===== src/sv/knn_pkg.sv =====
// Shared constants, types and helpers for the k-nearest-neighbour anomaly score core.
// Depends on nothing; every other file but knn_ram imports it.
package knn_pkg;
   localparam int TableDepthDefault    = 1024;
   localparam int FeatureCountDefault  = 8;
   localparam int NeighborCountDefault = 3;
   localparam int FeatureBitsDefault   = 16;
   localparam int IndexBits     = 10;
   localparam int CountBits     = 11;
   localparam int ScoreBits     = 20;
   localparam int AccBits       = 64;
   localparam int RootBits      = 32;

   localparam logic [0:0] OpWrite = 1'b0;
   localparam logic [0:0] OpQuery = 1'b1;

   localparam logic [0:0] CsrEntries   = 1'b0;
   localparam logic [0:0] CsrThreshold = 1'b1;

   // Commands from the controller to the datapath.
   typedef struct packed {
      logic write_entry;   // store the vector held at the ports
      logic load_query;    // read the query vector from the table
      logic capture_query; // latch the query vector from the read port
      logic issue_read;    // read one candidate entry
      logic clear_slots;   // empty the neighbour slots
      logic finish;        // form the score and strobe the result
   } knn_cmd_type;

   // Status from the datapath back to the controller.
   typedef struct packed {
      logic last_issued;   // the final candidate read has been issued
      logic pipe_empty;    // no candidate remains in flight
   } knn_status_type;
endpackage


===== src/sv/knn_ctrl.sv =====
// Controller state machine for the anomaly score core.
// Depends on knn_pkg.
module knn_ctrl import knn_pkg::*; (
   input  logic           clock,
   input  logic           reset,
   input  logic           start,
   input  logic [0:0]     op,
   output logic           busy,
   output knn_cmd_type    cmd,
   input  knn_status_type status
);
   localparam logic [2:0] StIdle    = 3'd0;
   localparam logic [2:0] StCapture = 3'd1;
   localparam logic [2:0] StStream  = 3'd2;
   localparam logic [2:0] StDrain   = 3'd3;
   localparam logic [2:0] StFinish  = 3'd4;

   logic [2:0] state_ff, state_in;

   always_comb begin
      state_in = state_ff;
      cmd      = '0;
      case (state_ff)
         StIdle: begin
            if (start) begin
               if (op == OpWrite) begin
                  cmd.write_entry = 1'b1;
               end else begin
                  cmd.load_query  = 1'b1;
                  cmd.clear_slots = 1'b1;
                  state_in = StCapture;
               end
            end
         end
         StCapture: begin
            cmd.capture_query = 1'b1;
            state_in = StStream;
         end
         StStream: begin
            cmd.issue_read = 1'b1;
            if (status.last_issued) state_in = StDrain;
         end
         StDrain: begin
            if (status.pipe_empty) state_in = StFinish;
         end
         StFinish: begin
            cmd.finish = 1'b1;
            state_in = StIdle;
         end
         default: state_in = StIdle;
      endcase
   end

   always_ff @(posedge clock) begin
      if (reset) begin
         state_ff <= StIdle;
      end else begin
         state_ff <= state_in;
      end
   end

   assign busy = (state_ff != StIdle);
endmodule


===== config.mk =====
export PLATFORM = sky130hd
export DESIGN_NAME = knn_ctrl
export DESIGN_NICKNAME = d
export VERILOG_FILES = /design/src/sv/knn_pkg.sv /design/src/sv/knn_ctrl.sv
export SDC_FILE = /design/constraint.sdc
export NUM_CORES = 1
export LEC_CHECK = 0
export BUFFER_PORTS_ARGS = -buffer_cell sky130_fd_sc_hd__buf_2
export CAP_MARGIN = 20
export CORE_AREA = 3 3 40 42
export DETAILED_ROUTE_END_ITERATION = 10
export DIE_AREA = 0 0 43 45
export PLACE_DENSITY = 0.38
export SYNTH_ARGS = -nofsm -noshare
export SYNTH_HDL_FRONTEND = slang
export SYNTH_SLANG_ARGS = --single-unit

===== constraint.sdc =====
create_clock -name clock -period 2.05 [get_ports clock]
set_input_delay 0.41 -clock clock [delete_from_list [all_inputs] [get_ports clock]]
set_output_delay 0.41 -clock clock [all_outputs]
set_load 0.01 [all_outputs]

# Yosys cells after proc, flatten, opt, wreduce, memory -nomap -nowiden
# Cells that the tools add are included.
# word_totals
wordCells,26
inputBits,6
reg_bits,3
out_inout_bits,7
# op_classes
muxes,14
eq_ne,8
n_reduce_logical,3
# ops
cell,count
$mux W3,4
$pmux W3 S4,1
$ne A2 B2 Y1 const B,4
$mux W1,7
$eq A3 B2 Y1 const B,2
$mux W2,2
$reduce_and A4 Y1,1
$eq A3 B1 Y1 const B,1
$eq A3 B3 Y1 const B,1
$logic_not A3 Y1,1
$reduce_bool A3 Y1,1

# Depth between registers and ports, before layout
# Gate-level depths: netlist of run 1.
# logic_depth
ltp_word,3
ltp_mapped,3
mapped_depth_nobuf,3

# Worst setup path before layout of run 1
# No wires, ideal clock.
# synth_path
path_type,reg-to-output
startpoint,reg state_ff[0]
endpoint,out cmd[4] (netlist name)
arrival_time_ns,0.982
n_path_buf,1
stages_incl_launch_ff,4
path_slack_ns,0.658
cell_sequence,dfxtp_1 -> nor3_1 -> and3_1 -> buf_4
# synth_lines
item,line,rtl
from (decl),knn_ctrl.sv:18,"logic [2:0] state_ff, state_in;"
from (signal assigned),knn_ctrl.sv:56,state_ff <= StIdle;
from (signal assigned),knn_ctrl.sv:58,state_ff <= state_in;
to (decl),knn_ctrl.sv:9,"output knn_cmd_type cmd,"

==> qor.csv, run 1 <==
stage;metric;value;unit
run_status;status;completed;
power_and_ir_drop;Worst IR Drop VDD;234.8;uV
synth;Syn Nets;26;
detailed_routing;TritonRoute pass-1 iters;2;
final_layout;layout cells sized above 1;0.4286;
placed_design;port buffer count;12;
synth;Synth warnings;0;
power_and_ir_drop;pwr dens;864.9;nW/um^2
floorplan;I/O pin count;13;
detailed_routing;DR vias;206;
synth;Post-Syn Area;168.9;um^2
final_layout;P&R area growth vs syn;57.78;%
sta;# setup viols final;0;
final_layout;register bank with the most flops;state_ff;
clock_tree;worst skew pair latency;0.23;ns
power_and_ir_drop;Logic pwr share;0.236;
detailed_routing;vias per cell;4.120;
synth;EDFF count, synth;0;
floorplan;starting density of the core;0.1315;
global_routing;vias in the first global route;229;
final_layout;non-filler cells, final;50;
power_and_ir_drop;Clock power frac;0.447;
power_and_ir_drop;Sw Ratio;0.2900;
final_layout;max FFs per register;3;
sta;fin. max-slew vios;0;
synth;cell count after synthesis;20;
sta;Rel. slew slack;0.7291;
detailed_routing;DR iter-0 viols;1;
sta;RSZ-0062 raised after global routing;no;
synth;ys async rst share;0;
synth;synth top area cells;dfxtp_1, a2111oi_1, nor3b_1;
clock_tree;Hold Buf Count CTS;0;
clock_tree;post_cts resized;0;
synth;Commonest cells post-synth;dfxtp_1, a2111oi_1, nor2_1, nor3_1, nor3b_1;
placed_design;dpl cells;46;
critical_path;WP data arrival;1.23;ns
critical_path;Startpoint Class;register;
critical_path;endpoint class of the critical path;output port;
synth;share of the synthesized area in the top cell type;0.3556;
synth;post-synth cell types;14;
floorplan;DIE HEIGHT;45;um
final_layout;ant diodes;0;
global_routing;largest net degree at the start of global routing;9;
global_routing;initial antenna violation count;0;
floorplan;Die Wd;43;um
critical_path;Max FO, Critical Path;7;
sta;total negative slack;0;ns
clock_tree;TritonCTS buffer count;3;
synth;Synth Flop Type;dfxtp_1;
sta;Fmax achieved;608.7;MHz
clock_tree;TritonCTS Sinks;3;
synth;most common cell in the netlist;dfxtp_1;
final_layout;# nets final;42;
floorplan;Rows;13;
global_routing;first-pass GRT wire length;876;um
clock_tree;Clock transition at path regs;0.04;ns
critical_path;Worst Path Required;1.64;ns
detailed_routing;DRT antenna net count;0;
power_and_ir_drop;Switch Pwr;0.06685;mW
power_and_ir_drop;sequential share of power;0.317;
floorplan;Die ar.;1935;um^2
synth;post-synthesis register bit count;3;
clock_tree;H-tree level count;1;
job;max-cap violations;0;
sta;Slew @ Worst Pin;0.4053;ns
power_and_ir_drop;internal power;0.1637;mW
clock_tree;clk buf depth;2;
clock_tree;clock root buffer;clkbuf_4;
sta;post-layout minimum cycle time;1.643;ns
synth;register area share after synthesis;0.3556;
global_routing;gr usage total;0.06744;
worst_hold_path;hold crit path type;input pin to register;
synth;top cell type by total area after synthesis;dfxtp_1;
placed_design;RD Place Congestion;0.7568;
global_routing;total grt overflow;0;
critical_path;crit path kind;register to output port;
synth;Post-Syn Area per Cell;8.446;um^2
final_layout;biggest regs;state_ff: 3 flops;
final_layout;fill count;146;
detailed_routing;Residual DRC;0;
power_and_ir_drop;leakage power;0.1346;nW
sta;Fin. Hold Viols;0;
detailed_routing;WL final;487;um
clock_tree;CTS tree;built;
floorplan;core area;1285;um^2
clock_tree;setup repair bufs after CTS;0;
sta;Max Clock Skew;0.001098;ns
detailed_routing;wire per inst;9.740;um
final_layout;Sequential Area;60.06;um^2
final_layout;area of the multi-input gates;97.59;um^2
sta;Final period util;0.8014;
[critical path, stage by stage, from the launching register on]
cell,delay (ns)
dfxtp_1,0.35
nor3_1,0.31
and3_1,0.21
buf_2,0.13
[final timing paths]
| path | cells past startpoint | from | slack [ns] | end |
|---|---|---|---|---|
| setup / recovery | 3 | state_ff[0] | 0.41 | cmd[4] |
| hold / removal | 2 | reset | 0.38 | state_ff[0] |
| setup reg to reg | 3 | state_ff[1] | 0.75 | state_ff[0] |
| hold reg to reg | 2 | state_ff[0] | 0.56 | state_ff[2] |
[cells by family (layout without fill, tap and decap cells)]
kind of cell           Yosys count  in the layout  synth area share
buffers and inverters            2             17           0.06666
flip-flops                       3              3            0.3556
AND/OR/NAND/NOR                 13             13            0.4593
AO/OA/AOI/OAI                    2              2            0.1185
[layout make-up]
type	instances	share of cell area
Clock buffer	4	0.09859
Inverter	1	0.01408
Multi-Input combinational cell	15	0.3662
Sequential cell	3	0.2254
Tap cell	15	0.07042
Timing Repair Buffer	12	0.2254
[through the flow]
step                      setup slack, ns  hold slack [ns]    util  area (um^2)  power, mW
after floorplan                    0.6584           0.4868       -        168.9     0.1056
after global placement             0.6888           0.5226  0.1870        240.2     0.1255
after detailed placement           0.6545           0.5543  0.1870        240.2     0.1289
after CTS                          0.3955           0.3689  0.2074        266.5     0.2386
after global routing               0.2601           0.3947  0.2074        266.5     0.2466
final                              0.4071           0.3760  0.2074        266.5     0.2305
[power by group through the flow]
stage / combinational, mW / sequential, mW / clock [mW]
6_report: 0.0545 / 0.0730 / 0.103
3_3_place_gp: 0.0524 / 0.0731 / 0
3_5_place_dp: 0.0550 / 0.0739 / 0
5_1_grt: 0.0615 / 0.0753 / 0.110
2_1_floorplan: 0.0338 / 0.0718 / 0
4_1_cts: 0.0551 / 0.0731 / 0.110
[cells in the final DEF, fill, tap and decap left out, drive strengths merged]
cell type,n
dfxtp,3
a2111oi,2
and3b,1
nand2,1
clkbuf,4
and2,1
nor2,2
and3,1
nand3,1
nor4b,1
nor3,2
nor3b,2
buf,12
nand2b,1
inv,1
[layer usage]
metal / up-vias / track usage / wire length (um)
met5: - / 0 / 0
li1: 105 / - / -
met4: 0 / 0.1084 / 27
met2: 15 / 0.09281 / 176
met3: 4 / 0.01992 / 68
met1: 82 / 0.06506 / 216
Note: power is estimated with default switching activity, not from simulation.
==> inputs of run 2 (changes only) <==
Settings changed: ABC_AREA from default to 1, PLACE_DENSITY 0.38 to 0.41.
Clock period 2.05 ns to 1.6 ns, I/O delays scaled along.
==> qor.csv, run 2 <==
stage;metric;value;unit;change
power_and_ir_drop;pwr dens;1071;nW/um^2;+24%
final_layout;# nets final;51;;+21%
synth;top cell type by total area after synthesis;dfxtp_1;;
sta;Max Clock Skew;0.001984;ns;+0.0008865 ns
global_routing;total grt overflow;0;;unchanged
critical_path;Worst Path Required;1.28;ns;-0.36 ns
detailed_routing;WL final;501;um;+2.9%
sta;Fmax achieved;694.8;MHz;
sta;setup ws final;0.1608;ns;-0.2463 ns
placed_design;Post-DP HPWL;407.8;um;
critical_path;Startpoint Class;register;;
power_and_ir_drop;Logic pwr share;0.308;;+0.072
critical_path;endpoint class of the critical path;output port;;
clock_tree;Hold Buf Count CTS;0;;unchanged
global_routing;gr usage total;0.06073;;-0.006712
synth;EDFF count, synth;0;;unchanged
run_status;status;completed;;
sta;RSZ-0062 raised after global routing;no;;
floorplan;I/O pin count;13;;unchanged
floorplan;Die Wd;43;um;unchanged
detailed_routing;DRT antenna net count;0;;unchanged
final_layout;ant diodes;0;;unchanged
synth;cell count after synthesis;29;;+45%
sta;Slew @ Worst Pin;0.2495;ns;-0.1558 ns
power_and_ir_drop;Overall Power;0.3284;mW;+42%
clock_tree;CTS tree;built;;
synth;post-synth cell types;15;;+1
sta;post-layout minimum cycle time;1.439;ns;
final_layout;biggest regs;state_ff: 3 flops;;
global_routing;largest net degree at the start of global routing;7;;-2
floorplan;DIE HEIGHT;45;um;unchanged
synth;synth top area cells;dfxtp_1, inv_1, nand3b_1;;
detailed_routing;TritonRoute pass-1 iters;2;;unchanged
sta;# setup viols final;0;;unchanged
power_and_ir_drop;Worst IR Drop VDD;243.7;uV;+3.8%
detailed_routing;wire per inst;8.492;um;-13%
power_and_ir_drop;internal power;0.2206;mW;+35%
placed_design;port buffer count;12;;unchanged
critical_path;Slowest-stage cell, CP;dfxtp_1;;
synth;most common cell in the netlist;inv_1;;
detailed_routing;Residual DRC;0;;unchanged
clock_tree;worst skew pair latency;0.23;ns;about the same
synth;Syn Nets;35;;+35%
power_and_ir_drop;Switch Pwr;0.1078;mW;+61%
synth;Synth Flop Type;dfxtp_1;;
synth;share of the synthesized area in the top cell type;0.2945;;-0.06108
clock_tree;TritonCTS buffer count;3;;unchanged
synth;Post-Syn Area;203.9;um^2;+21%
synth;ys async rst share;0;;unchanged
final_layout;final core utilization;0.2386;;+0.03116
critical_path;slowest stage delay, CP;0.36;ns;about the same
global_routing;first-pass GRT wire length;807;um;-7.9%
final_layout;register bank with the most flops;state_ff;;
critical_path;critical-path cell list;nor2_4 > nand2_2 > nor3b_2 > buf_2;;
clock_tree;clk buf depth;2;;unchanged
sta;Fin. Hold Viols;0;;unchanged
clock_tree;clock root buffer;clkbuf_4;;
sta;Hold WS;0.2749;ns;-0.1011 ns
clock_tree;TritonCTS Sinks;3;;unchanged
floorplan;core area;1285;um^2;unchanged
synth;post-synthesis register bit count;3;;unchanged
sta;total negative slack;0;ns;unchanged
sta;Rel. slew slack;0.8335;;+0.1043
sta;fin. max-slew vios;0;;unchanged
detailed_routing;vias per cell;4.034;;-2.1%
power_and_ir_drop;Clock power frac;0.396;;-0.051
power_and_ir_drop;leakage power;0.1627;nW;+21%
floorplan;starting density of the core;0.1587;;+0.02726
synth;register area share after synthesis;0.2945;;-0.06108
final_layout;layout cells sized above 1;0.4545;;+0.02597
worst_hold_path;hold crit path type;input pin to register;;
detailed_routing;DR iter-0 viols;1;;unchanged
synth;Post-Syn Area per Cell;7.033;um^2;-17%
placed_design;dpl ws;0.3526;ns;-0.3019 ns
critical_path;crit path kind;register to output port;;
detailed_routing;DR vias;238;;+16%
global_routing;initial antenna violation count;0;;unchanged
final_layout;most common cell after layout, fill and taps aside;buf_2;;
job;max-cap violations;0;;unchanged
power_and_ir_drop;sequential share of power;0.295;;-0.022
final_layout;P&R area growth vs syn;50.31;%;
clock_tree;Clock transition at path regs;0.04;ns;about the same
global_routing;vias in the first global route;204;;-11%
clock_tree;H-tree level count;1;;unchanged
critical_path;WP data arrival;1.12;ns;-0.11 ns
sta;Final period util;0.8995;;
final_layout;max FFs per register;3;;unchanged
floorplan;Rows;13;;unchanged
power_and_ir_drop;Sw Ratio;0.3282;;+0.03820
final_layout;commonest cells after routing, fill and taps aside;buf_2, inv_1, nor2_1;;
synth;Commonest cells post-synth;inv_1, nor2_1, dfxtp_1, nand2_1;;
floorplan;Die ar.;1935;um^2;unchanged
synth;Synth warnings;0;;unchanged
critical_path;Max FO, Critical Path;5;;-2
placed_design;RD Place Congestion;0.6904;;-8.8%
[run 2: cell count changes after synthesis, sizes merged, moves of 2 or more]
cell / change
nand2: +3
nand3b: +2
a2111oi: -2
inv: +4
nor2: +4
[run 2: metal layers]
metal,vias up,global-route usage,share of wire
li1,125,-,-
met1,104,0.06010,0.38
met2,9,0.08383,0.50
met3,0,0.04382,0.12
met4,0,0.05422,0
met5,-,0,0
[run 2: power groups by stage]
| stage | clock network, mW | registers [mW] | logic [mW] |
|---|---|---|---|
| final | 0.130 | 0.0970 | 0.101 |
| after detailed placement | 0 | 0.0967 | 0.101 |
| after global routing | 0.143 | 0.0990 | 0.116 |
| after global placement | 0 | 0.0967 | 0.102 |
| after CTS | 0.140 | 0.0957 | 0.101 |
| after floorplan | 0 | 0.0937 | 0.0697 |
[run 2: metrics by stage]
| stage | cell area (um^2) | instances |
|---|---|---|
| detailed placement | 275.3 | 55 |
| CTS | 301.5 | 59 |
| floorplan | 203.9 | 29 |
| global placement | 275.3 | 55 |
| global route | 306.5 | 59 |
| finish | 306.5 | 59 |
[run 2: final cells by class]
class                           instances  area (um^2)
Fill cell                             161        978.4
Multi-Input combinational cell         20        122.6
Sequential cell                         3        60.06
Timing Repair Buffer                   12        60.06
Clock buffer                            4        26.28
Inverter                                5        18.77
Tap cell                               15        18.77
[run 2: logic make-up (layout without fill, tap and decap cells)]
group / after synthesis / in the layout / synth area share
simple gates: 17 / 17 / 0.4846
flops: 3 / 3 / 0.2945
compound gates: 3 / 3 / 0.09203
buf+inv: 6 / 21 / 0.1289
[run 2: critical path: cells and delay by family (launching register included)]
kind	cells	cell delay, ns
DFF	1	0.36
buffers and inverters	1	0.14
and+or+nand+nor	3	0.38
[run 2: worst paths after layout]
kind / start / endpoint / slack [ns] / cells after the start
worst max-delay path: state_ff[0] / cmd[5] / 0.16 / 4
worst min-delay path: reset / state_ff[1] / 0.27 / 2
worst max register to register: state_ff[0] / state_ff[1] / 0.69 / 3
worst min register to register: state_ff[1] / state_ff[1] / 0.57 / 2
[run 2: what timing repair did]
| item | 4_1_cts | 5_1_grt |
|---|---|---|
| gates resized for setup | 0 | 1 |
| setup buffers | 0 | 0 |
| endpoints found under the setup margin | 0 | 1 |
